<file path="src/hdl/sbeq_pkg.sv">
// Shared types and constants of the spectrum band equalizer.
`timescale 1ns / 1ps
package sbeq_pkg;

  localparam int FREQ_W        = 12;
  localparam int BANDS_W       = 6;
  localparam int BAND_IDX_W    = 5;
  localparam int GAIN_W        = 16;
  localparam int FRAC_W        = 14;
  localparam int QUEUE_DEPTH   = 4;

  localparam int MAX_BANDS_DEF   = 32;
  localparam int SAMPLE_BITS_DEF = 24;
  localparam int MAX_BINS_DEF    = 2049;

  localparam logic [GAIN_W-1:0]  UNITY_GAIN    = 16'd16384;
  localparam logic [FREQ_W-1:0]  NUM_FREQS_RST = 12'd513;
  localparam logic [BANDS_W-1:0] NUM_BANDS_RST = 6'd1;

  typedef enum logic {
    OP_GAIN = 1'b0,
    OP_BIN  = 1'b1
  } op_t;

  typedef enum logic [0:0] {
    CFG_NUM_FREQS = 1'b0,
    CFG_NUM_BANDS = 1'b1
  } cfg_reg_t;

  typedef struct packed {
    op_t                   op;
    logic [BAND_IDX_W-1:0] idx;
  } ctl_t;

  typedef enum logic [2:0] {
    ST_IDLE,
    ST_DIV0,
    ST_ADDR,
    ST_READ,
    ST_SUM,
    ST_DIV1,
    ST_SCALE,
    ST_OUT
  } state_t;

endpackage

</file>
<file path="src/hdl/sbeq_front.sv">
// Front end: accepts items, classifies them and feeds the item queue.
`timescale 1ns / 1ps
module sbeq_front #(
  parameter int MAX_BANDS   = sbeq_pkg::MAX_BANDS_DEF,
  parameter int SAMPLE_BITS = sbeq_pkg::SAMPLE_BITS_DEF
) (
  input  logic                              push,
  output logic                              full,
  input  logic                              in_req_type,
  input  logic [sbeq_pkg::BAND_IDX_W-1:0]   in_band_index,
  input  logic [sbeq_pkg::GAIN_W-1:0]       in_band_gain,
  input  logic signed [SAMPLE_BITS-1:0]     in_bin_real,
  input  logic signed [SAMPLE_BITS-1:0]     in_bin_imag,
  input  logic                              q_full,
  output logic                              q_wr,
  output logic [$bits(sbeq_pkg::ctl_t)+sbeq_pkg::GAIN_W+2*SAMPLE_BITS-1:0] q_wdata
);

  sbeq_pkg::ctl_t ctl;
  logic           keep;

  always_comb begin
    ctl.op  = sbeq_pkg::op_t'(in_req_type);
    ctl.idx = in_band_index;
    // gain writes outside the table have no effect and are dropped here
    keep    = (ctl.op == sbeq_pkg::OP_BIN) || (32'(in_band_index) < MAX_BANDS);
    q_wr    = push && !q_full && keep;
    q_wdata = {ctl, in_band_gain, in_bin_real, in_bin_imag};
  end

  assign full = q_full;

endmodule

</file>
<file path="src/hdl/sbeq_fifo.sv">
// Short item queue between front end and back end.
`timescale 1ns / 1ps
module sbeq_fifo #(
  parameter int WIDTH = 8,
  parameter int DEPTH = sbeq_pkg::QUEUE_DEPTH
) (
  input  logic             clk,
  input  logic             rst_n,
  input  logic             wr,
  input  logic [WIDTH-1:0] wdata,
  output logic             full,
  input  logic             rd,
  output logic [WIDTH-1:0] rdata,
  output logic             empty
);

  localparam int PTR_W = (DEPTH > 1) ? $clog2(DEPTH) : 1;
  localparam int CNT_W = $clog2(DEPTH + 1);

  logic [WIDTH-1:0] entry_r [DEPTH];
  logic [PTR_W-1:0] wr_ptr_r, rd_ptr_r;
  logic [CNT_W-1:0] count_r;

  assign full  = (count_r == CNT_W'(DEPTH));
  assign empty = (count_r == '0);
  assign rdata = entry_r[rd_ptr_r];

  always_ff @(posedge clk) begin
    if (wr) begin
      entry_r[wr_ptr_r] <= wdata;
    end
  end

  always_ff @(posedge clk) begin
    if (!rst_n) begin
      wr_ptr_r <= '0;
      rd_ptr_r <= '0;
      count_r  <= '0;
    end else begin
      if (wr) begin
        wr_ptr_r <= (wr_ptr_r == PTR_W'(DEPTH - 1)) ? '0 : wr_ptr_r + 1'b1;
      end
      if (rd) begin
        rd_ptr_r <= (rd_ptr_r == PTR_W'(DEPTH - 1)) ? '0 : rd_ptr_r + 1'b1;
      end
      if (wr && !rd) begin
        count_r <= count_r + 1'b1;
      end else if (rd && !wr) begin
        count_r <= count_r - 1'b1;
      end
    end
  end

`ifndef SYNTHESIS
  a_no_overflow: assert property (@(posedge clk) disable iff (!rst_n)
    !(wr && full && !rd))
    else $error("item queue written while full");
  a_no_underflow: assert property (@(posedge clk) disable iff (!rst_n)
    !(rd && empty))
    else $error("item queue read while empty");
  a_count_range: assert property (@(posedge clk) disable iff (!rst_n)
    count_r <= CNT_W'(DEPTH))
    else $error("item queue count out of range");
`endif

endmodule

</file>
<file path="src/hdl/sbeq_div.sv">
// Restoring divider, one quotient bit per cycle.
`timescale 1ns / 1ps
module sbeq_div #(
  parameter int DVD_W = 28,
  parameter int DVS_W = sbeq_pkg::FREQ_W
) (
  input  logic             clk,
  input  logic             rst_n,
  input  logic             start,
  input  logic [DVD_W-1:0] dividend,
  input  logic [DVS_W-1:0] divisor,
  output logic             busy,
  output logic [DVD_W-1:0] quotient,
  output logic [DVS_W-1:0] remainder
);

  localparam int CNT_W = $clog2(DVD_W + 1);

  logic [DVD_W-1:0] dq_r;
  logic [DVS_W-1:0] rem_r, dvs_r;
  logic [CNT_W-1:0] cnt_r;
  logic             busy_r;
  logic [DVS_W:0]   trial;
  logic             ge;

  always_comb begin
    trial = {rem_r, dq_r[DVD_W-1]};
    ge    = (trial >= {1'b0, dvs_r});
  end

  always_ff @(posedge clk) begin
    if (start) begin
      dq_r  <= dividend;
      rem_r <= '0;
      dvs_r <= divisor;
    end else if (busy_r) begin
      dq_r  <= {dq_r[DVD_W-2:0], ge};
      rem_r <= ge ? DVS_W'(trial - {1'b0, dvs_r}) : DVS_W'(trial);
    end
  end

  always_ff @(posedge clk) begin
    if (!rst_n) begin
      busy_r <= 1'b0;
      cnt_r  <= '0;
    end else if (start) begin
      busy_r <= 1'b1;
      cnt_r  <= CNT_W'(DVD_W);
    end else if (busy_r) begin
      cnt_r  <= cnt_r - 1'b1;
      busy_r <= (cnt_r != CNT_W'(1));
    end
  end

  assign busy      = busy_r;
  assign quotient  = dq_r;
  assign remainder = rem_r;

endmodule

</file>
<file path="src/hdl/sbeq_back.sv">
// Back end: gain table, gain interpolation, bin scaling and result register.
`timescale 1ns / 1ps
module sbeq_back #(
  parameter int MAX_BANDS   = sbeq_pkg::MAX_BANDS_DEF,
  parameter int SAMPLE_BITS = sbeq_pkg::SAMPLE_BITS_DEF,
  parameter int MAX_BINS    = sbeq_pkg::MAX_BINS_DEF
) (
  input  logic                            clk,
  input  logic                            rst_n,
  input  logic [sbeq_pkg::FREQ_W-1:0]     num_freqs,
  input  logic [sbeq_pkg::BANDS_W-1:0]    num_bands,
  input  logic                            q_empty,
  input  logic [$bits(sbeq_pkg::ctl_t)+sbeq_pkg::GAIN_W+2*SAMPLE_BITS-1:0] q_data,
  output logic                            q_pop,
  output logic                            empty,
  input  logic                            pop,
  output logic signed [SAMPLE_BITS-1:0]   out_real,
  output logic signed [SAMPLE_BITS-1:0]   out_imag,
  output logic                            out_spectrum_end,
  output logic                            out_clipped
);

  localparam int F_W    = sbeq_pkg::FREQ_W;
  localparam int GN_W   = sbeq_pkg::GAIN_W;
  localparam int FR_W   = sbeq_pkg::FRAC_W;
  localparam int IDX_W  = $clog2(MAX_BANDS);
  localparam int NB_W   = $clog2(MAX_BANDS + 1);
  localparam int CTL_W  = $bits(sbeq_pkg::ctl_t);
  localparam int P_W    = F_W + NB_W;
  localparam int G_W    = F_W + GN_W;
  localparam int DVD_W  = (P_W > G_W) ? P_W : G_W;
  localparam int PROD_W = SAMPLE_BITS + GN_W + 1;
  localparam int TOP_W  = PROD_W - FR_W - SAMPLE_BITS + 1;

  sbeq_pkg::state_t state_r, state_nxt;

  sbeq_pkg::ctl_t                q_ctl;
  logic [GN_W-1:0]               q_gain;
  logic signed [SAMPLE_BITS-1:0] q_re, q_im;

  logic [F_W-1:0]  nf_c;
  logic [NB_W-1:0] nb_c, nbm1;
  logic [P_W-1:0]  pos_num;
  logic            last_c;

  logic            div_start, div_busy;
  logic [DVD_W-1:0] div_dvd, div_quo;
  logic [F_W-1:0]  div_rem;

  logic            tbl_we, cap, rd_en, out_load;
  logic            past_end, use_last;
  logic [IDX_W-1:0] addr0, addr1;

  logic [GN_W-1:0] tbl_r [MAX_BANDS];
  logic            vld_r [MAX_BANDS];

  logic [F_W-1:0]  bin_pos_r, rem_r;
  logic signed [SAMPLE_BITS-1:0] x_re_r, x_im_r;
  logic            last_r, single_r, interp_r;
  logic [GN_W-1:0] rd0_r, rd1_r, gain_r, g0, g1;
  logic            rdv0_r, rdv1_r;
  logic [G_W-1:0]  p0_r, p1_r;
  logic signed [GN_W:0] gain_s;
  logic signed [PROD_W-1:0] prod_re_r, prod_im_r;
  logic [SAMPLE_BITS:0] sat_re, sat_im;

  logic                          out_valid_r;
  logic signed [SAMPLE_BITS-1:0] out_real_r, out_imag_r;
  logic                          out_end_r, out_clip_r;

  function automatic logic [SAMPLE_BITS:0] saturate(input logic signed [PROD_W-1:0] p);
    logic [TOP_W-1:0] top;
    top = p[PROD_W-1:FR_W+SAMPLE_BITS-1];
    if ((top == '0) || (top == '1)) begin
      saturate = {1'b0, p[FR_W +: SAMPLE_BITS]};
    end else if (p[PROD_W-1]) begin
      saturate = {1'b1, 1'b1, {(SAMPLE_BITS-1){1'b0}}};
    end else begin
      saturate = {1'b1, 1'b0, {(SAMPLE_BITS-1){1'b1}}};
    end
  endfunction

  always_comb begin
    q_ctl  = q_data[CTL_W+GN_W+2*SAMPLE_BITS-1 -: CTL_W];
    q_gain = q_data[2*SAMPLE_BITS +: GN_W];
    q_re   = q_data[SAMPLE_BITS +: SAMPLE_BITS];
    q_im   = q_data[0 +: SAMPLE_BITS];
  end

  // configuration clamps
  always_comb begin
    if (num_freqs == '0) begin
      nf_c = F_W'(1);
    end else if (32'(num_freqs) > MAX_BINS) begin
      nf_c = F_W'(MAX_BINS);
    end else begin
      nf_c = num_freqs;
    end
    if (num_bands == '0) begin
      nb_c = NB_W'(1);
    end else if (32'(num_bands) > MAX_BANDS) begin
      nb_c = NB_W'(MAX_BANDS);
    end else begin
      nb_c = NB_W'(num_bands);
    end
    nbm1    = nb_c - 1'b1;
    pos_num = P_W'(bin_pos_r) * P_W'(nbm1);
    last_c  = ({1'b0, bin_pos_r} + 1'b1) >= {1'b0, nf_c};
  end

  sbeq_div #(
    .DVD_W (DVD_W),
    .DVS_W (F_W)
  ) u_div (
    .clk       (clk),
    .rst_n     (rst_n),
    .start     (div_start),
    .dividend  (div_dvd),
    .divisor   (nf_c),
    .busy      (div_busy),
    .quotient  (div_quo),
    .remainder (div_rem)
  );

  always_comb begin
    past_end = (DVD_W'(nbm1) <= div_quo);
    use_last = single_r || past_end;
    if (single_r) begin
      addr0 = '0;
    end else if (past_end) begin
      addr0 = IDX_W'(nbm1);
    end else begin
      addr0 = IDX_W'(div_quo);
    end
    addr1 = IDX_W'(div_quo) + 1'b1;
    g0    = rdv0_r ? rd0_r : sbeq_pkg::UNITY_GAIN;
    g1    = rdv1_r ? rd1_r : sbeq_pkg::UNITY_GAIN;
    gain_s = {1'b0, gain_r};
    sat_re = saturate(prod_re_r);
    sat_im = saturate(prod_im_r);
  end

  always_comb begin
    state_nxt = state_r;
    q_pop     = 1'b0;
    div_start = 1'b0;
    div_dvd   = '0;
    tbl_we    = 1'b0;
    cap       = 1'b0;
    rd_en     = 1'b0;
    out_load  = 1'b0;
    unique case (state_r)
      sbeq_pkg::ST_IDLE: begin
        if (!q_empty) begin
          q_pop = 1'b1;
          if (q_ctl.op == sbeq_pkg::OP_GAIN) begin
            tbl_we = 1'b1;
          end else begin
            cap = 1'b1;
            if (nb_c == NB_W'(1)) begin
              state_nxt = sbeq_pkg::ST_ADDR;
            end else begin
              div_start = 1'b1;
              div_dvd   = DVD_W'(pos_num);
              state_nxt = sbeq_pkg::ST_DIV0;
            end
          end
        end
      end
      sbeq_pkg::ST_DIV0: begin
        if (!div_busy) begin
          state_nxt = sbeq_pkg::ST_ADDR;
        end
      end
      sbeq_pkg::ST_ADDR: begin
        rd_en     = 1'b1;
        state_nxt = sbeq_pkg::ST_READ;
      end
      sbeq_pkg::ST_READ: begin
        state_nxt = interp_r ? sbeq_pkg::ST_SUM : sbeq_pkg::ST_SCALE;
      end
      sbeq_pkg::ST_SUM: begin
        div_start = 1'b1;
        div_dvd   = DVD_W'(p0_r) + DVD_W'(p1_r);
        state_nxt = sbeq_pkg::ST_DIV1;
      end
      sbeq_pkg::ST_DIV1: begin
        if (!div_busy) begin
          state_nxt = sbeq_pkg::ST_SCALE;
        end
      end
      sbeq_pkg::ST_SCALE: begin
        state_nxt = sbeq_pkg::ST_OUT;
      end
      sbeq_pkg::ST_OUT: begin
        if (!out_valid_r || pop) begin
          out_load  = 1'b1;
          state_nxt = sbeq_pkg::ST_IDLE;
        end
      end
      default: begin
        state_nxt = sbeq_pkg::ST_IDLE;
      end
    endcase
  end

  // gain table
  always_ff @(posedge clk) begin
    if (tbl_we) begin
      tbl_r[IDX_W'(q_ctl.idx)] <= q_gain;
    end
    if (rd_en) begin
      rd0_r  <= tbl_r[addr0];
      rd1_r  <= tbl_r[addr1];
      rdv0_r <= vld_r[addr0];
      rdv1_r <= vld_r[addr1];
    end
  end

  always_ff @(posedge clk) begin
    if (!rst_n) begin
      for (int k = 0; k < MAX_BANDS; k++) begin
        vld_r[k] <= 1'b0;
      end
    end else if (tbl_we) begin
      vld_r[IDX_W'(q_ctl.idx)] <= 1'b1;
    end
  end

  // datapath
  always_ff @(posedge clk) begin
    if (cap) begin
      x_re_r   <= q_re;
      x_im_r   <= q_im;
      last_r   <= last_c;
      single_r <= (nb_c == NB_W'(1));
    end
    if (rd_en) begin
      interp_r <= !use_last;
      rem_r    <= div_rem;
    end
    if (state_r == sbeq_pkg::ST_READ) begin
      gain_r <= g0;
      p0_r   <= G_W'(nf_c - rem_r) * G_W'(g0);
      p1_r   <= G_W'(rem_r) * G_W'(g1);
    end
    if ((state_r == sbeq_pkg::ST_DIV1) && !div_busy) begin
      gain_r <= GN_W'(div_quo);
    end
    if (state_r == sbeq_pkg::ST_SCALE) begin
      prod_re_r <= x_re_r * gain_s;
      prod_im_r <= x_im_r * gain_s;
    end
    if (out_load) begin
      out_real_r <= sat_re[SAMPLE_BITS-1:0];
      out_imag_r <= sat_im[SAMPLE_BITS-1:0];
      out_end_r  <= last_r;
      out_clip_r <= sat_re[SAMPLE_BITS] || sat_im[SAMPLE_BITS];
    end
  end

  always_ff @(posedge clk) begin
    if (!rst_n) begin
      state_r     <= sbeq_pkg::ST_IDLE;
      bin_pos_r   <= '0;
      out_valid_r <= 1'b0;
    end else begin
      state_r <= state_nxt;
      if (cap) begin
        bin_pos_r <= last_c ? '0 : bin_pos_r + 1'b1;
      end
      if (out_load) begin
        out_valid_r <= 1'b1;
      end else if (pop) begin
        out_valid_r <= 1'b0;
      end
    end
  end

  assign empty            = !out_valid_r;
  assign out_real         = out_real_r;
  assign out_imag         = out_imag_r;
  assign out_spectrum_end = out_end_r;
  assign out_clipped      = out_clip_r;

`ifndef SYNTHESIS
  a_div_idle_start: assert property (@(posedge clk) disable iff (!rst_n)
    div_start |-> !div_busy)
    else $error("divider restarted while busy");
  a_no_result_overwrite: assert property (@(posedge clk) disable iff (!rst_n)
    out_load |-> (!out_valid_r || pop))
    else $error("waiting result overwritten");
  a_result_shown: assert property (@(posedge clk) disable iff (!rst_n)
    out_load |=> !empty)
    else $error("loaded result not presented");
  a_pop_when_idle: assert property (@(posedge clk) disable iff (!rst_n)
    q_pop |-> ((state_r == sbeq_pkg::ST_IDLE) && !q_empty))
    else $error("queue popped outside idle");
`endif

endmodule

</file>
<file path="src/hdl/spectrum_band_equalizer_unit.sv">
// Top level of the spectrum band equalizer.
//
//   channel  direction  handshake            payload
//   input    in         push / full          in_req_type, in_band_index, in_band_gain,
//                                            in_bin_real, in_bin_imag
//   result   out        empty / pop          out_real, out_imag, out_spectrum_end,
//                                            out_clipped
//   config   in         cfg_valid/cfg_ready  cfg_index, cfg_data
//
// A gain write is stored from the idle state of the back end. A bin with
// interpolation runs the bit-serial divider (28 steps) twice, a bin past
// the last band runs it once, and with one band it does not run at all.
// A 4-item queue lets items be accepted while the back end is busy.
// Reset is synchronous, active low; gain table reads unity until written.
// A finished result waits in the output register; the back end stalls only
// when that register is still full.
`timescale 1ns / 1ps
module spectrum_band_equalizer_unit #(
  parameter int MAX_BANDS   = sbeq_pkg::MAX_BANDS_DEF,
  parameter int SAMPLE_BITS = sbeq_pkg::SAMPLE_BITS_DEF,
  parameter int MAX_BINS    = sbeq_pkg::MAX_BINS_DEF
) (
  input  logic                            clk,
  input  logic                            rst_n,
  input  logic                            push,
  output logic                            full,
  input  logic                            in_req_type,
  input  logic [sbeq_pkg::BAND_IDX_W-1:0] in_band_index,
  input  logic [sbeq_pkg::GAIN_W-1:0]     in_band_gain,
  input  logic signed [SAMPLE_BITS-1:0]   in_bin_real,
  input  logic signed [SAMPLE_BITS-1:0]   in_bin_imag,
  output logic                            empty,
  input  logic                            pop,
  output logic signed [SAMPLE_BITS-1:0]   out_real,
  output logic signed [SAMPLE_BITS-1:0]   out_imag,
  output logic                            out_spectrum_end,
  output logic                            out_clipped,
  input  logic                            cfg_valid,
  output logic                            cfg_ready,
  input  sbeq_pkg::cfg_reg_t              cfg_index,
  input  logic [sbeq_pkg::FREQ_W-1:0]     cfg_data
);

  localparam int ITEM_W = $bits(sbeq_pkg::ctl_t) + sbeq_pkg::GAIN_W + 2 * SAMPLE_BITS;

  logic [sbeq_pkg::FREQ_W-1:0]  num_freqs_r;
  logic [sbeq_pkg::BANDS_W-1:0] num_bands_r;

  logic              q_wr, q_full, q_rd, q_empty;
  logic [ITEM_W-1:0] q_wdata, q_rdata;

  assign cfg_ready = 1'b1;

  always_ff @(posedge clk) begin
    if (!rst_n) begin
      num_freqs_r <= sbeq_pkg::NUM_FREQS_RST;
      num_bands_r <= sbeq_pkg::NUM_BANDS_RST;
    end else if (cfg_valid && cfg_ready) begin
      unique case (cfg_index)
        sbeq_pkg::CFG_NUM_FREQS: num_freqs_r <= cfg_data;
        sbeq_pkg::CFG_NUM_BANDS: num_bands_r <= cfg_data[sbeq_pkg::BANDS_W-1:0];
      endcase
    end
  end

  sbeq_front #(
    .MAX_BANDS   (MAX_BANDS),
    .SAMPLE_BITS (SAMPLE_BITS)
  ) u_front (
    .push          (push),
    .full          (full),
    .in_req_type   (in_req_type),
    .in_band_index (in_band_index),
    .in_band_gain  (in_band_gain),
    .in_bin_real   (in_bin_real),
    .in_bin_imag   (in_bin_imag),
    .q_full        (q_full),
    .q_wr          (q_wr),
    .q_wdata       (q_wdata)
  );

  sbeq_fifo #(
    .WIDTH (ITEM_W),
    .DEPTH (sbeq_pkg::QUEUE_DEPTH)
  ) u_fifo (
    .clk   (clk),
    .rst_n (rst_n),
    .wr    (q_wr),
    .wdata (q_wdata),
    .full  (q_full),
    .rd    (q_rd),
    .rdata (q_rdata),
    .empty (q_empty)
  );

  sbeq_back #(
    .MAX_BANDS   (MAX_BANDS),
    .SAMPLE_BITS (SAMPLE_BITS),
    .MAX_BINS    (MAX_BINS)
  ) u_back (
    .clk              (clk),
    .rst_n            (rst_n),
    .num_freqs        (num_freqs_r),
    .num_bands        (num_bands_r),
    .q_empty          (q_empty),
    .q_data           (q_rdata),
    .q_pop            (q_rd),
    .empty            (empty),
    .pop              (pop),
    .out_real         (out_real),
    .out_imag         (out_imag),
    .out_spectrum_end (out_spectrum_end),
    .out_clipped      (out_clipped)
  );

endmodule
</file>
<file path="config.mk">
export PLATFORM = sky130hd
export DESIGN_NAME = spectrum_band_equalizer_unit
export DESIGN_NICKNAME = d
export VERILOG_FILES = /design/src/hdl/sbeq_pkg.sv /design/src/hdl/sbeq_front.sv /design/src/hdl/sbeq_fifo.sv /design/src/hdl/sbeq_div.sv /design/src/hdl/sbeq_back.sv /design/src/hdl/spectrum_band_equalizer_unit.sv
export SDC_FILE = /design/constraint.sdc
export NUM_CORES = 2
export LEC_CHECK = 0
export BUFFER_PORTS_ARGS = -buffer_cell sky130_fd_sc_hd__buf_2
export CORE_MARGIN = 1
export CORE_UTILIZATION = 38
export DETAILED_ROUTE_END_ITERATION = 10
export MAX_ROUTING_LAYER = met4
export PLACE_DENSITY_LB_ADDON = 0.1
export SKIP_CTS_REPAIR_TIMING = 1
export SLEW_MARGIN = 20
export SYNTH_ARGS = -nofsm -noshare
export SYNTH_HDL_FRONTEND = slang
export SYNTH_SLANG_ARGS = --single-unit
</file>
<file path="constraint.sdc">
create_clock -name clk -period 14.1 [get_ports clk]
set_clock_uncertainty 0.2 [all_clocks]
set_input_delay 1.41 -clock clk [delete_from_list [all_inputs] [get_ports clk]]
set_output_delay 1.41 -clock clk [all_outputs]
set_load 0.02 [all_outputs]
</file>
==> qor.log <==
qor: critical_path.timing.critical_path.fanout_max 11
qor: route.postRouteWirelength 272.3 mm
qor: sta.max_freq 0.09607 GHz
qor: place.post_dp_cell_area 0.09828 mm2
qor: global_route.grt.overflow.total 0
qor: global_route.grt_pass1_vias 64,640
qor: synthesis.synth_enable_flop_cells 1,105
qor: floorplan.chipHeight 499.3 um
qor: cells_and_area.layout.cells.most_common inv_1
qor: sta.setup_repair_after_global_routing_missed_its_margin false
qor: cells_and_area.final_cell_area 0.1033 mm2
qor: route.drc_violation_count_after_routing 0
qor: sta.slew_headroom 0.2224
qor: route.ant_nets 0
qor: floorplan.initial_core_util 0.3821
qor: route.drt-initial-drc-count 4,330
qor: global_route.number_of_antenna_violations_at_the_first_check_in_global_routing 45
qor: synthesis.synth_ff_type edfxtp_1
qor: clock_tree.clk_path_buf_depth 3
qor: sta.whs 0.2255 ns
qor: critical_path.arrival 10.75 ns
qor: floorplan.std_cell_rows 182
qor: critical_path.critical-path-slowest-cell a21oi_1
qor: cells_and_area.fillerInstances 23,180
qor: floorplan.floorplan.die_area 0.2493 mm2
qor: clock_tree.clkSinkCount 1,198
qor: critical_path.worstSetupStartpointType flip-flop
qor: critical_path.worst_path_most_repeated_cell fa_1
qor: run_status.status completed
qor: global_route.groute.usage.overall 0.2291
qor: clock_tree.cts_buffers 144
qor: route.detail_route.wl_per_cell 23.78 um
qor: hold_path.worst_hold_path_type reg2reg
qor: place.hpwlAfterDp 189.3 mm
qor: synthesis.yosys_warn_count 0
qor: sta.setup_violations 0
qor: cells_and_area.drive_gt1_frac 0.09915
qor: synthesis.ys_types 92
qor: global_route.pin_count_of_the_biggest_net_entering_global_routing 128
qor: synthesis.ys_async_sr_fraction 0
qor: cells_and_area.postLayoutCoreUtil 0.4200
qor: floorplan.placeableCoreArea 0.2459 mm2
qor: route.drtPass1Iterations 6
qor: sta.layout_min_cycle_time 10.41 ns
qor: route.vias 60,420
qor: route.route.detailed.vias_per_inst 5.275
qor: critical_path.worst_path_required 14.44 ns
qor: place.globalplace.congestion 0.8849
qor: clock_tree.clk-insertion-delay-late 0.86 ns
qor: global_route.global_route_wire_length_before_repair 413.0 mm
qor: job.maxCapViolations 0
qor: synthesis.synth_area_per_cell 11.60 um2
qor: synthesis.synth_area 0.09398 mm2
qor: critical_path.cp-end-kind flip-flop
qor: synthesis.synth_seq_cells 1,198
qor: synthesis.ys_seq_area_frac 0.3729
qor: critical_path.crit_path_max_cell_delay 0.70 ns
qor: cells_and_area.layout-area-overhead-vs-synth 9.906%
qor: clock_tree.cts-root-buf clkbuf_16
qor: cells_and_area.mostFrequentLayoutCells inv_1 (1,341), nand2_1 (1,265), fa_1 (1,149)
qor: clock_tree.cts.reportedPaths.clkPinSlew 0.06 ns
qor: sta.tightestPinTransition 1.166 ns
qor: sta.fin_crit_share 0.7382
qor: floorplan.ios 141
qor: sta.hold_viol_final 0
qor: critical_path.setup.worst_path.class reg2reg
qor: sta.setup-tns-final 0 ns
qor: synthesis.postSynthCellCount 8,101
qor: clock_tree.ctsHtreeMaxLevel 4
qor: floorplan.die_w 499.3 um
qor: sta.timing.final.max_slew_violations 0
qor: clock_tree.tritoncts_clock_tree built
qor: place.io_buffer_count 139
qor: cells_and_area.num-nets-final 9,773
-- per-stage QoR --
stage	instances	setup slack (ns)
global route	11450	2.994
finish	11450	3.691
CTS	11440	3.697
global placement	11180	3.863
floorplan	8113	5.116
detailed placement	11180	3.735
-- worst max-delay path: cells and delay by family (launching register included) --
kind                     cells  cell delay (ns)
XOR/XNOR                     2             0.25
adder cells (fa/ha/maj)      9             3.49
AO/OA/AOI/OAI               14             4.30
AND/OR/NAND/NOR              5             1.05
flip-flops                   1             0.32
buffers and inverters        6             0.54
-- flip-flops by register name, indices dropped and copies added, names as in the netlist, 24 cells and up, named ones only --
| signal | count |
|---|---|
| u_back.tbl_r | 512 |
| u_fifo.entry_r | 280 |
| u_back.vld_r | 32 |
| u_back.p0_r | 28 |
| u_back.p1_r | 28 |
| u_back.u_div.quotient | 28 |
| u_back.prod_im_r | 27 |
| u_back.prod_re_r | 27 |
| u_back.out_imag | 24 |
| u_back.out_real | 24 |
| u_back.x_im_r | 24 |
| u_back.x_re_r | 24 |
-- Yosys cell counts, types with 10 or more instances --
cell       number  area share
mux2_2         19      0.0023
nand4_1        20      0.0013
xnor2_1       144       0.013
and2_1        350       0.023
a22o_1         10     0.00093
a21oi_1       119      0.0063
mux2i_1       102       0.011
a31oi_1        81      0.0054
buf_1          19     0.00076
edfxtp_1     1105        0.35
nor2b_1        39      0.0026
a32oi_1        50      0.0047
o221ai_1       10     0.00093
o21a_1         64      0.0051
fa_1         1149        0.24
clkbuf_1      319       0.013
nand2_1      1265       0.051
nor2_1        255       0.010
o21ai_0       115      0.0061
mux4_2        240       0.058
inv_1        1341       0.054
buf_2          33      0.0018
or2_2          13     0.00087
xor2_1         51      0.0048
buf_6          11      0.0013
or3_1          10     0.00067
nand3_1       139      0.0074
a2111oi_2      10      0.0016
buf_4          12     0.00096
nor4_1         11     0.00073
dfxtp_1        93       0.020
and3_1         98      0.0065
nand2b_1       40      0.0027
ha_1          434       0.058
a21boi_0       27      0.0022
o22ai_1        19      0.0013
a21o_1         91      0.0073
nor3_1         48      0.0026
-- metal layers --
layer | global-route usage | share of wire | up-vias
met4 | 0.06288 | 0.029 | 0
met2 | 0.3747 | 0.48 | 1646
met1 | 0.2986 | 0.44 | 31690
met5 | - | 0 | -
met3 | 0.03089 | 0.051 | 394
li1 | - | - | 26700
-- logic make-up after synthesis --
| family | after synthesis | synth area share |
|---|---|---|
| AO/OA/AOI/OAI | 693 | 0.05098 |
| XOR/XNOR | 195 | 0.01817 |
| adder cells (fa/ha/maj) | 1583 | 0.3025 |
| buffers and inverters | 1739 | 0.07145 |
| flip-flops | 1198 | 0.3729 |
| multiplexers | 363 | 0.07097 |
| other | 2 | 0.00007991 |
| AND/OR/NAND/NOR | 2328 | 0.1129 |
-- final timing paths --
check                                                 start                                end  slack (ns)  cells after the start
worst min register to register      u_back.last_r$_DFFE_PP_  u_back.out_spectrum_end$_DFFE_PP_        0.23                      0
worst max register to register  num_freqs_r[1]$_SDFFE_PN0P_          u_back.p0_r[27]$_DFFE_PP_        3.69                     36
worst min-delay path                u_back.last_r$_DFFE_PP_  u_back.out_spectrum_end$_DFFE_PP_        0.23                      0
worst max-delay path            num_freqs_r[1]$_SDFFE_PN0P_          u_back.p0_r[27]$_DFFE_PP_        3.69                     36
-- final cells by class --
class,instances,area (um2),share of cell area
diodes,14,35.03,0.0003392
clock inverters,82,1152,0.01116
clock buffers,182,3816,0.03695
inverters,1342,5037,0.04877
well taps,3220,4029,0.03901
repair buffers,240,1491,0.01444
multi-input cells,5176,52680,0.5100
flip-flops and latches,1198,35050,0.3393
Power is not shown: default switching activity piles up to over one toggle a cycle in this logic, so the estimate is an artifact.
